## src/sv/csvs_pkg.sv

```systemverilog
package csvs_pkg;

    // Character codes
    localparam logic [7:0] CHAR_QUOTE = 8'h22;
    localparam logic [7:0] CHAR_COMMA = 8'h2C;
    localparam logic [7:0] CHAR_SPACE = 8'h20;
    localparam logic [7:0] CHAR_TAB   = 8'h09;
    localparam logic [7:0] CHAR_CR    = 8'h0D;

    // Default sizing
    localparam int FIELD_BYTES_DEF = 256;
    localparam int MAX_COLUMNS_DEF = 16;
    localparam int QUEUE_DEPTH     = 4;

    // Field counter width (limit register is 5 bits, so index never exceeds 31)
    localparam int FIELD_W = 5;
    localparam logic [FIELD_W-1:0] MAX_FIELDS_RESET = 5'd5;

    // Byte classes handed from front to back
    localparam logic [2:0] CLS_OTHER   = 3'd0;
    localparam logic [2:0] CLS_QUOTE   = 3'd1;
    localparam logic [2:0] CLS_COMMA   = 3'd2;
    localparam logic [2:0] CLS_BLANK   = 3'd3;
    localparam logic [2:0] CLS_ROW_END = 3'd4;

    // Scan modes
    localparam logic [1:0] MODE_PLAIN   = 2'd0;
    localparam logic [1:0] MODE_QUOTED  = 2'd1;
    localparam logic [1:0] MODE_AFTER   = 2'd2;
    localparam logic [1:0] MODE_PENDING = 2'd3;

    // Result kinds
    localparam logic [1:0] KIND_CHAR      = 2'd0;
    localparam logic [1:0] KIND_FIELD_END = 2'd1;
    localparam logic [1:0] KIND_ROW_END   = 2'd2;

    // Row status codes
    localparam logic [2:0] STAT_OK         = 3'd0;
    localparam logic [2:0] STAT_TOO_MANY   = 3'd1;
    localparam logic [2:0] STAT_UNTERM     = 3'd2;
    localparam logic [2:0] STAT_BAD_QUOTE  = 3'd3;
    localparam logic [2:0] STAT_TOO_LONG   = 3'd4;

    // Classified word in the queue
    typedef struct packed {
        logic [2:0] cls;
        logic [7:0] data_byte;
    } item_t;

    // Result word
    typedef struct packed {
        logic [1:0] result_kind;
        logic [3:0] col_index;
        logic [7:0] char_value;
        logic [2:0] row_status;
        logic [4:0] col_count;
    } result_t;

endpackage

```

## src/sv/csvs_front.sv

```systemverilog
module csvs_front (
    input  logic [7:0]     data_byte,
    input  logic           row_end,
    output csvs_pkg::item_t item
);
    import csvs_pkg::*;

    logic is_blank;

    // Whitespace: space, tab through CR
    assign is_blank = (data_byte == CHAR_SPACE) ||
                      ((data_byte >= CHAR_TAB) && (data_byte <= CHAR_CR));

    // Classify the incoming word
    always_comb begin
        item.data_byte = data_byte;
        if (row_end) begin
            item.cls = CLS_ROW_END;
        end else if (data_byte == CHAR_QUOTE) begin
            item.cls = CLS_QUOTE;
        end else if (data_byte == CHAR_COMMA) begin
            item.cls = CLS_COMMA;
        end else if (is_blank) begin
            item.cls = CLS_BLANK;
        end else begin
            item.cls = CLS_OTHER;
        end
    end

endmodule

```

## src/sv/csvs_queue.sv

```systemverilog
module csvs_queue #(
    parameter int DEPTH = csvs_pkg::QUEUE_DEPTH
) (
    input  logic            aclk,
    input  logic            aresetn,
    input  logic            push,
    input  csvs_pkg::item_t push_item,
    output logic            full,
    input  logic            pop,
    output csvs_pkg::item_t pop_item,
    output logic            empty
);
    import csvs_pkg::*;

    localparam int AW = (DEPTH > 1) ? $clog2(DEPTH) : 1;
    localparam int CW = $clog2(DEPTH + 1);

    item_t         mem_reg [DEPTH];
    logic [AW-1:0] wr_ptr_reg, wr_ptr_next;
    logic [AW-1:0] rd_ptr_reg, rd_ptr_next;
    logic [CW-1:0] count_reg, count_next;

    assign full     = (count_reg == CW'(DEPTH));
    assign empty    = (count_reg == '0);
    assign pop_item = mem_reg[rd_ptr_reg];

    // Pointer and fill count update
    always_comb begin
        wr_ptr_next = wr_ptr_reg;
        rd_ptr_next = rd_ptr_reg;
        count_next  = count_reg;
        if (push) begin
            wr_ptr_next = (wr_ptr_reg == AW'(DEPTH - 1)) ? '0 : wr_ptr_reg + 1'b1;
        end
        if (pop) begin
            rd_ptr_next = (rd_ptr_reg == AW'(DEPTH - 1)) ? '0 : rd_ptr_reg + 1'b1;
        end
        if (push && !pop) begin
            count_next = count_reg + 1'b1;
        end else if (pop && !push) begin
            count_next = count_reg - 1'b1;
        end
    end

    always_ff @(posedge aclk) begin
        if (!aresetn) begin
            wr_ptr_reg <= '0;
            rd_ptr_reg <= '0;
            count_reg  <= '0;
        end else begin
            wr_ptr_reg <= wr_ptr_next;
            rd_ptr_reg <= rd_ptr_next;
            count_reg  <= count_next;
        end
    end

    // Storage, no reset
    always_ff @(posedge aclk) begin
        if (push) begin
            mem_reg[wr_ptr_reg] <= push_item;
        end
    end

endmodule

```

## src/sv/csvs_back.sv

```systemverilog
module csvs_back #(
    parameter int FIELD_BYTES = csvs_pkg::FIELD_BYTES_DEF,
    parameter int MAX_COLUMNS = csvs_pkg::MAX_COLUMNS_DEF
) (
    input  logic                          aclk,
    input  logic                          aresetn,
    input  logic [csvs_pkg::FIELD_W-1:0]  col_limit,
    input  logic                          q_empty,
    input  csvs_pkg::item_t               q_item,
    output logic                          q_pop,
    output logic                          out_valid,
    input  logic                          out_ready,
    output csvs_pkg::result_t             out_result
);
    import csvs_pkg::*;

    localparam int CHW = $clog2(FIELD_BYTES);

    logic [1:0]         mode_reg,  mode_next;
    logic [FIELD_W-1:0] cur_reg,   cur_next;
    logic [CHW-1:0]     chars_reg, chars_next;
    logic [2:0]         err_reg,   err_next;
    logic               out_valid_reg, out_valid_next;
    result_t            result_reg, result_next;

    logic [FIELD_W-1:0] limit;
    logic [FIELD_W-1:0] cur_inc;
    logic [1:0]         mode_eff;
    logic               do_put;
    logic               do_end;
    logic               emit;
    logic [2:0]         row_stat;

    assign limit   = (int'(col_limit) > MAX_COLUMNS) ? FIELD_W'(MAX_COLUMNS) : col_limit;
    assign cur_inc = cur_reg + 1'b1;

    // Take a word when the output register is free or draining
    assign q_pop      = !q_empty && !(out_valid_reg && !out_ready);
    assign out_valid  = out_valid_reg;
    assign out_result = result_reg;

    // Per-word parse step
    always_comb begin
        mode_next  = mode_reg;
        cur_next   = cur_reg;
        chars_next = chars_reg;
        err_next   = err_reg;
        mode_eff   = mode_reg;
        do_put     = 1'b0;
        do_end     = 1'b0;
        emit       = 1'b0;
        row_stat   = err_reg;
        result_next = result_reg;

        if (q_pop) begin
            if (q_item.cls == CLS_ROW_END) begin
                // Row status and reset of the row state
                if (row_stat == STAT_OK && limit == '0) begin
                    row_stat = STAT_BAD_QUOTE;
                end
                if (row_stat == STAT_OK && mode_reg == MODE_QUOTED) begin
                    row_stat = STAT_UNTERM;
                end
                emit = 1'b1;
                result_next.result_kind = KIND_ROW_END;
                result_next.char_value  = '0;
                result_next.row_status  = row_stat;
                if (row_stat == STAT_OK) begin
                    result_next.col_index = cur_reg[3:0];
                    result_next.col_count = cur_inc;
                end else begin
                    result_next.col_index = '0;
                    result_next.col_count = '0;
                end
                mode_next  = MODE_PLAIN;
                cur_next   = '0;
                chars_next = '0;
                err_next   = STAT_OK;
            end else if (err_reg != STAT_OK) begin
                // drop until row end
            end else if (limit == '0) begin
                err_next = STAT_BAD_QUOTE;
            end else begin
                // Resolve a pending quote first
                if (mode_reg == MODE_PENDING) begin
                    if (q_item.cls == CLS_QUOTE) begin
                        mode_next = MODE_QUOTED;
                        do_put    = 1'b1;
                    end else begin
                        mode_next = MODE_AFTER;
                    end
                    mode_eff = (q_item.cls == CLS_QUOTE) ? MODE_PENDING : MODE_AFTER;
                end
                case (mode_eff)
                    MODE_PENDING: begin
                        // escaped quote handled above
                    end
                    MODE_QUOTED: begin
                        if (q_item.cls == CLS_QUOTE) begin
                            mode_next = MODE_PENDING;
                        end else begin
                            do_put = 1'b1;
                        end
                    end
                    MODE_AFTER: begin
                        if (q_item.cls == CLS_COMMA) begin
                            do_end = 1'b1;
                        end else if (q_item.cls != CLS_BLANK) begin
                            err_next = STAT_BAD_QUOTE;
                        end
                    end
                    default: begin
                        if (q_item.cls == CLS_COMMA) begin
                            do_end = 1'b1;
                        end else if (q_item.cls == CLS_QUOTE) begin
                            if (chars_reg != '0) begin
                                err_next = STAT_BAD_QUOTE;
                            end else begin
                                mode_next = MODE_QUOTED;
                            end
                        end else begin
                            do_put = 1'b1;
                        end
                    end
                endcase

                // Field character
                if (do_put) begin
                    if (chars_reg >= CHW'(FIELD_BYTES - 1)) begin
                        err_next = STAT_TOO_LONG;
                    end else begin
                        chars_next = chars_reg + 1'b1;
                        emit = 1'b1;
                        result_next.result_kind = KIND_CHAR;
                        result_next.col_index   = cur_reg[3:0];
                        result_next.char_value  = q_item.data_byte;
                        result_next.row_status  = STAT_OK;
                        result_next.col_count   = '0;
                    end
                end

                // Field end on comma
                if (do_end) begin
                    cur_next   = cur_inc;
                    chars_next = '0;
                    mode_next  = MODE_PLAIN;
                    if (cur_inc >= limit) begin
                        err_next = STAT_TOO_MANY;
                    end
                    emit = 1'b1;
                    result_next.result_kind = KIND_FIELD_END;
                    result_next.col_index   = cur_reg[3:0];
                    result_next.char_value  = '0;
                    result_next.row_status  = STAT_OK;
                    result_next.col_count   = '0;
                end
            end
        end

        out_valid_next = out_valid_reg && !out_ready;
        if (emit) begin
            out_valid_next = 1'b1;
        end
    end

    always_ff @(posedge aclk) begin
        if (!aresetn) begin
            mode_reg      <= MODE_PLAIN;
            cur_reg       <= '0;
            chars_reg     <= '0;
            err_reg       <= STAT_OK;
            out_valid_reg <= 1'b0;
        end else begin
            mode_reg      <= mode_next;
            cur_reg       <= cur_next;
            chars_reg     <= chars_next;
            err_reg       <= err_next;
            out_valid_reg <= out_valid_next;
        end
    end

    // Output payload, no reset
    always_ff @(posedge aclk) begin
        result_reg <= result_next;
    end

endmodule

```

## src/sv/csv_row_field_splitter_core.sv

```systemverilog
// CSV row splitter: takes one row as a stream of bytes ending with a word that
// has s_tlast set (its byte is ignored), and returns one word per field
// character (unquoted, doubled quotes collapsed), one per comma as a field end,
// and one row-end word with status and field count; after the first error the
// rest of the row is dropped and only the row-end word reports it. A new byte
// is taken every cycle while the queue is not full; results pass through the
// classifier queue and then the output register of the parse stage, and
// the queue lets the input keep flowing while the output side stalls until it
// fills. cfg_wr_en/cfg_wr_data set the field limit (reset 5) and must only be
// written while the block is idle.
module csv_row_field_splitter_core #(
    parameter int FIELD_BYTES = csvs_pkg::FIELD_BYTES_DEF,
    parameter int MAX_COLUMNS = csvs_pkg::MAX_COLUMNS_DEF
) (
    input  logic        aclk,
    input  logic        aresetn,
    input  logic        cfg_wr_en,
    input  logic [4:0]  cfg_wr_data,   // col_limit
    input  logic        s_tvalid,
    output logic        s_tready,
    input  logic [7:0]  s_tdata,       // [7:0] data_byte
    input  logic        s_tlast,       // row_end
    output logic        m_tvalid,
    input  logic        m_tready,
    output logic [23:0] m_tdata,       // [3:0] col_index, [11:4] char_value,
                                       // [14:12] row_status, [19:15] col_count
    output logic [1:0]  m_tuser        // result_kind
);
    import csvs_pkg::*;

    logic [FIELD_W-1:0] col_limit_reg;
    item_t              in_item;
    item_t              q_item;
    logic               q_full;
    logic               q_empty;
    logic               q_pop;
    result_t            result;

    // Limit register
    always_ff @(posedge aclk) begin
        if (!aresetn) begin
            col_limit_reg <= MAX_FIELDS_RESET;
        end else if (cfg_wr_en) begin
            col_limit_reg <= cfg_wr_data;
        end
    end

    assign s_tready = !q_full;

    csvs_front u_front (
        .data_byte (s_tdata),
        .row_end   (s_tlast),
        .item      (in_item)
    );

    csvs_queue #(
        .DEPTH (QUEUE_DEPTH)
    ) u_queue (
        .aclk      (aclk),
        .aresetn   (aresetn),
        .push      (s_tvalid && !q_full),
        .push_item (in_item),
        .full      (q_full),
        .pop       (q_pop),
        .pop_item  (q_item),
        .empty     (q_empty)
    );

    csvs_back #(
        .FIELD_BYTES (FIELD_BYTES),
        .MAX_COLUMNS (MAX_COLUMNS)
    ) u_back (
        .aclk       (aclk),
        .aresetn    (aresetn),
        .col_limit  (col_limit_reg),
        .q_empty    (q_empty),
        .q_item     (q_item),
        .q_pop      (q_pop),
        .out_valid  (m_tvalid),
        .out_ready  (m_tready),
        .out_result (result)
    );

    // Pack the result word
    assign m_tuser = result.result_kind;
    assign m_tdata = {4'b0, result.col_count, result.row_status,
                      result.char_value, result.col_index};

endmodule

```

## config.mk

```make
export PLATFORM = sky130hd
export DESIGN_NAME = csv_row_field_splitter_core
export DESIGN_NICKNAME = d
export VERILOG_FILES = /design/src/sv/csvs_pkg.sv /design/src/sv/csvs_front.sv /design/src/sv/csvs_queue.sv /design/src/sv/csvs_back.sv /design/src/sv/csv_row_field_splitter_core.sv
export SDC_FILE = /design/constraint.sdc
export NUM_CORES = 1
export LEC_CHECK = 0
export BUFFER_PORTS_ARGS = -buffer_cell sky130_fd_sc_hd__clkbuf_2
export CAP_MARGIN = 20
export CORE_ASPECT_RATIO = 0.6
export CORE_UTILIZATION = 39
export DETAILED_ROUTE_END_ITERATION = 8
export GPL_TIMING_DRIVEN = 0
export PLACE_DENSITY = 0.54
export SYNTH_ARGS = -nofsm -noshare
export SYNTH_HDL_FRONTEND = slang
export SYNTH_HIERARCHICAL = 1
export SYNTH_SLANG_ARGS = --single-unit
```

## constraint.sdc

```tcl
create_clock -name aclk -period 6.5 [get_ports aclk]
set_clock_uncertainty 0.05 [all_clocks]
set_input_delay 0.975 -clock aclk [delete_from_list [all_inputs] [get_ports aclk]]
set_output_delay 0.975 -clock aclk [all_outputs]
set_load 0.02 [all_outputs]
```

* Word level (Yosys, flattened, before mapping)
Memories as Yosys holds them, arrays and structs flattened. A register that Yosys moved wholly into a read port is not among the register bits.
Index checks and enable logic that the tools add are counted.
** Word-level totals
- Register bits after elaboration :: 53
- Latch bits :: 0
- Memory bits (writable) :: 44
- Bits in read-only memories :: 0
- Input port bits :: 19
- Output and inout bits :: 28
- Logic and storage cells :: 165
- Memories kept :: 1
** Memories
- u_queue.mem_reg :: words 4, width 11, rd ports 1, clocked after Yosys merged registers in 1, wr ports 1, line csvs_queue.sv:18 : item_t mem_reg [DEPTH];
** Cells by class
- Add/sub/neg operators :: 6
- $mul :: 0
- Div/mod/pow operators :: 0
- $lt $le $gt $ge :: 5
- Eq/ne operators :: 18
- Shifts and indexed selects :: 0
- Mux-type cells :: 90
- Bitwise logic cells :: 0
- Reductions and logical operators :: 31
** Operator list (number)
- 22-bit 2-to-1 mux :: 5
- 3-bit 2-to-1 mux :: 23
- 8-bit 2-to-1 mux :: 6
- 2-bit 2-to-1 mux :: 20
- 5-bit 2-to-1 mux :: 6
- 1-bit 2-to-1 mux :: 25
- 8-bit by 6-bit equality test with 1-bit output, second input constant :: 3
- 20-bit 2-to-1 mux :: 1
- 3-bit zero test :: 4
- 2-bit equality test, second input constant :: 5
- 8-bit by 1-bit adder with 8-bit output, second input constant :: 1
- 8-bit by 4-bit >= comparator with 1-bit output, second input constant :: 1
- 8-bit >= comparator, second input constant :: 1
- 8-bit by 4-bit <= comparator with 1-bit output, second input constant :: 1
- 1-bit logical AND :: 8
- 8-bit nonzero test :: 1
- 3-bit equality test, second input constant :: 2
- 1-bit zero test :: 6
- 3-bit one-hot mux with 2 select lines :: 1
- 3-bit nonzero test :: 2
- 5-bit by 1-bit adder with 5-bit output, second input constant :: 1
- 5-bit >= comparator :: 1
- 5-bit > comparator, second input constant :: 1
- 5-bit zero test :: 1
- 19 further kinds :: 24

* Longest topological paths before layout
- Depth after elaboration :: 21
- Gate-level depth with buffers :: 9
- Gate-level depth less buffers :: 9

* Modules after synthesis
Netlist, hierarchy kept.
** By module, submodules not included
- csvs_back :: instances 1, cells each 218, area each 2147.1 µm², sequential area each 1041.0 µm²
- csvs_queue :: instances 1, cells each 101, area each 2047.0 µm², sequential area each 1501.4 µm²
- csv_row_field_splitter_core :: instances 1, cells each 23, area each 231.5 µm², sequential area each 100.1 µm²
- csvs_front :: instances 1, cells each 21, area each 156.4 µm², sequential area each 0.0 µm²

* Worst setup path after synthesis
Ideal clock, no wire load.
- Kind :: register to register
- From :: register (tool-made name)
- To :: register u_back.result_reg (netlist bit u_back/out_result[0]), enable pin
- Setup time :: 402 ps
- Arrival time :: 2929 ps
- Data required time :: 6048 ps
- Slack :: 3119 ps
- Cell stages (with the launch flop) :: 9
- Buffers on the path :: 3
- Clock period less this slack :: 3381 ps
- Cells stage by stage :: dfxtp_1 > buf_6 > mux4_2 > nand2b_1 > nor2_1 > a22oi_2 > buf_6 > clkbuf_1 > nor2_1
** RTL lines
- end signal, assigned :: line csvs_back.sv:184 : result_reg <= result_next;
- end, declared :: line csvs_back.sv:24 : result_t result_reg, result_next;

==> metrics <==
Int Pwr=1.54 mW; Mean Syn Cell Area=12.6 sq um; family with the most delay on the worst path=simple AND/OR/NAND/NOR gates; worst hold-check slack=455 ps; post-route ant nets=0; Flop pwr share=0.384; CP Max Fanout=15; Max clock buf depth=2; CTS tree=yes; DR WL/cell=15.6 microns; Setup crit start kind=register; max-cap violation count=0; Seq cells post-synth=99; share of cells above drive strength 1=0.224; Comb pwr share=0.374; total CTS buffers=9; fmax=286 MHz; GPL Wtd Cong=0.838; post-synthesis sequential area ratio=0.577; largest net degree at the start of global routing=17; Synth Instances=363; total track usage=0.163; Clock Root Buffer=clkbuf_16; initial antenna violation count=0; Multi-input gate area=0.00172 sq mm; Post-CTS Setup Bufs=0; die area=0.0122 sq mm; post-layout min period=3490 ps; Worst Setup End Kind=register; Post-Syn Area=0.00458 sq mm; CTS H-tree depth=3; synth unique cells=51; EDFF count, synth=66; die height=86.0 microns; Worst EP required=6500 ps; Final Max Tran Viols=0; vias=2,934; Vias per Instance=5.02; pwr/cell area=444 mW/mm^2; most used cell, CP=buf_6; Critical Path, Cell by Cell=buf_6, mux4_2, nand2b_1, nor2_1, a22oi_2, buf_6, clkbuf_1, nor2_2, buf_16; Design Area, Final=0.00536 sq mm; VDD IR-drop max=0.150 mV; total core area=0.0114 sq mm; DRT Pass-1 Iters=4; Primary FF master, synth=edfxtp_1; Reg area=0.00264 sq mm; Worst-Skew Late Latency=350 ps; RSZ-0062 raised after global routing=no; P_leak=2.00 nW; FILL cells=1,059; max FFs per register=44; Worst Path Arrival=3500 ps; I/O Pins=47; remaining global-route overflow=0; CTS sink count=99; Synth area leader=edfxtp_1; async set or reset register ratio after synthesis=0; Hold Fails Final Rpt=0; diode count=0; Initial DRC Count=198; final setup fails=0; Tightest Pin Transition=711 ps; Final period util=0.538; setup_tns=0 ps; clock share of power=0.242; # hold bufs at CTS=0; Sw Pwr=0.844 mW; Post-Route WL=9.12 mm; dpl hpwl=6.58 mm; ranking of synthesized cells by area=edfxtp_1 (43%), dfxtp_1 (14%), mux4_2 (4.9%), ha_1 (3.8%), and2_1 (2.5%); Slew HR=0.519; Setup CP Type=register to register; Clk pin slew, worst setup/hold paths=60 ps; Worst Path Buf+Inv=4; Placed Area=0.00503 sq mm; area grow syn2layout=16.9%; vias in the first global route=2,782; DRC errors left=0; CP peak stage delay=630 ps; outcome=complete, no violations; CTS resizes=0; post-layout net count=453; Sw Share=0.355; Ys Warns=6; Starting Density=0.403; DIE WIDTH=142 microns; Worst path slowest cell=nor2_2; global-route wire length before repair=14.8 mm; I/O Buffers=41; area share of the largest cell type after synthesis=0.433; # rows=30; worst hold path type=register to register
cell families after synthesis:
logic type / count (synthesis) / share of synthesized area
compound gates: 63 / 0.0890
xor+xnor: 5 / 0.00956
fa+ha+maj: 15 / 0.0426
buf+inv: 43 / 0.0516
flops: 99 / 0.577
mux: 21 / 0.0767
other cells: 1 / 0.000818
simple gates: 116 / 0.153
worst paths after layout:
| check | slack, ps | start | cells after the start | endpoint |
|---|---|---|---|---|
| setup / recovery | 3010 | register | 9 | u_back/out_result[4]$_SDFFCE_PN0P_ |
| hold / removal | 450 | u_back/cur_reg[4]$_SDFFE_PN0P_ | 2 | u_back/cur_reg[4]$_SDFFE_PN0P_ |
| setup reg to reg | 3010 | register | 9 | u_back/out_result[4]$_SDFFCE_PN0P_ |
| hold reg to reg | 450 | u_back/cur_reg[4]$_SDFFE_PN0P_ | 2 | u_back/cur_reg[4]$_SDFFE_PN0P_ |
worst register-to-register path: stages, from the launching register on:
cell	delay [ps]
dfxtp_1	360
buf_6	200
mux4_2	600
nand2b_1	240
nor2_1	240
a22oi_2	180
buf_6	200
clkbuf_1	260
nor2_2	630
buf_16	230
cells in the final DEF, fill, tap and decap left out, types with 8 or more instances in the layout:
master,synthesis,routed
edfxtp_1,66,66
clkbuf_2,0,41
dfxtp_1,33,33
and2_1,18,18
nor2b_1,17,17
inv_1,16,16
nand2_1,16,16
o21ai_0,16,16
ha_1,14,14
buf_4,13,13
nor2_1,14,13
or4_1,13,13
a21oi_1,13,13
mux2i_1,10,10
mux4_2,10,10
clkbuf_16,0,9
nor3_1,9,9
clkbuf_1,8,8
layer usage:
metal	global-route usage	vias to the layer above	share of wire
met5	0	-	0
li1	-	1443	-
met3	0.0430	11	0.036
met1	0.248	1416	0.55
met4	0.0557	0	0.012
met2	0.219	64	0.40
power by group through the flow:
stage	Combinational [mW]	Sequential (mW)	Clock, mW
2_1_floorplan	0.506	1.02	0
6_report	0.891	0.913	0.576
5_1_grt	0.979	0.929	0.616
4_1_cts	0.906	0.915	0.592
3_3_place_gp	0.842	0.932	0
3_5_place_dp	0.902	0.928	0
per-stage QoR:
stage / cells / total power [mW] / worst slack (ps) / utilization
floorplan: 366 / 1.52 / 3120 / -
global placement: 567 / 1.77 / 2040 / 0.439
detailed placement: 568 / 1.83 / 2930 / 0.442
CTS: 584 / 2.41 / 2920 / 0.471
global route: 584 / 2.52 / 2710 / 0.471
finish: 584 / 2.38 / 3010 / 0.471
Yosys cell counts (2+ instances only):
library cell / instances
a21boi_0: 6
a21boi_1: 3
a21oi_1: 13
and2_1: 18
and3_1: 2
and4_1: 2
buf_2: 3
buf_4: 13
buf_6: 3
clkbuf_1: 8
dfxtp_1: 33
edfxtp_1: 66
ha_1: 14
inv_1: 16
mux2i_1: 10
mux4_2: 10
nand2_1: 16
nand2b_1: 4
nand3_1: 7
nand4_1: 2
nor2_1: 14
nor2b_1: 17
nor3_1: 9
nor3b_1: 2
nor4b_1: 2
o211ai_1: 2
o21a_1: 6
o21ai_0: 16
o21ai_1: 2
o21ba_2: 2
o31ai_1: 7
or4_1: 13
xor2_1: 4
final cells by class:
type,instances,area share
Buffer,27,0.0329
Clock buffer,10,0.0446
Clock inverter,6,0.0164
Inverter,16,0.0112
Multi-Input combinational cell,224,0.321
Sequential cell,99,0.493
Tap cell,160,0.0374
Timing Repair Buffer,42,0.0435
(Power assumes the default switching activity.)
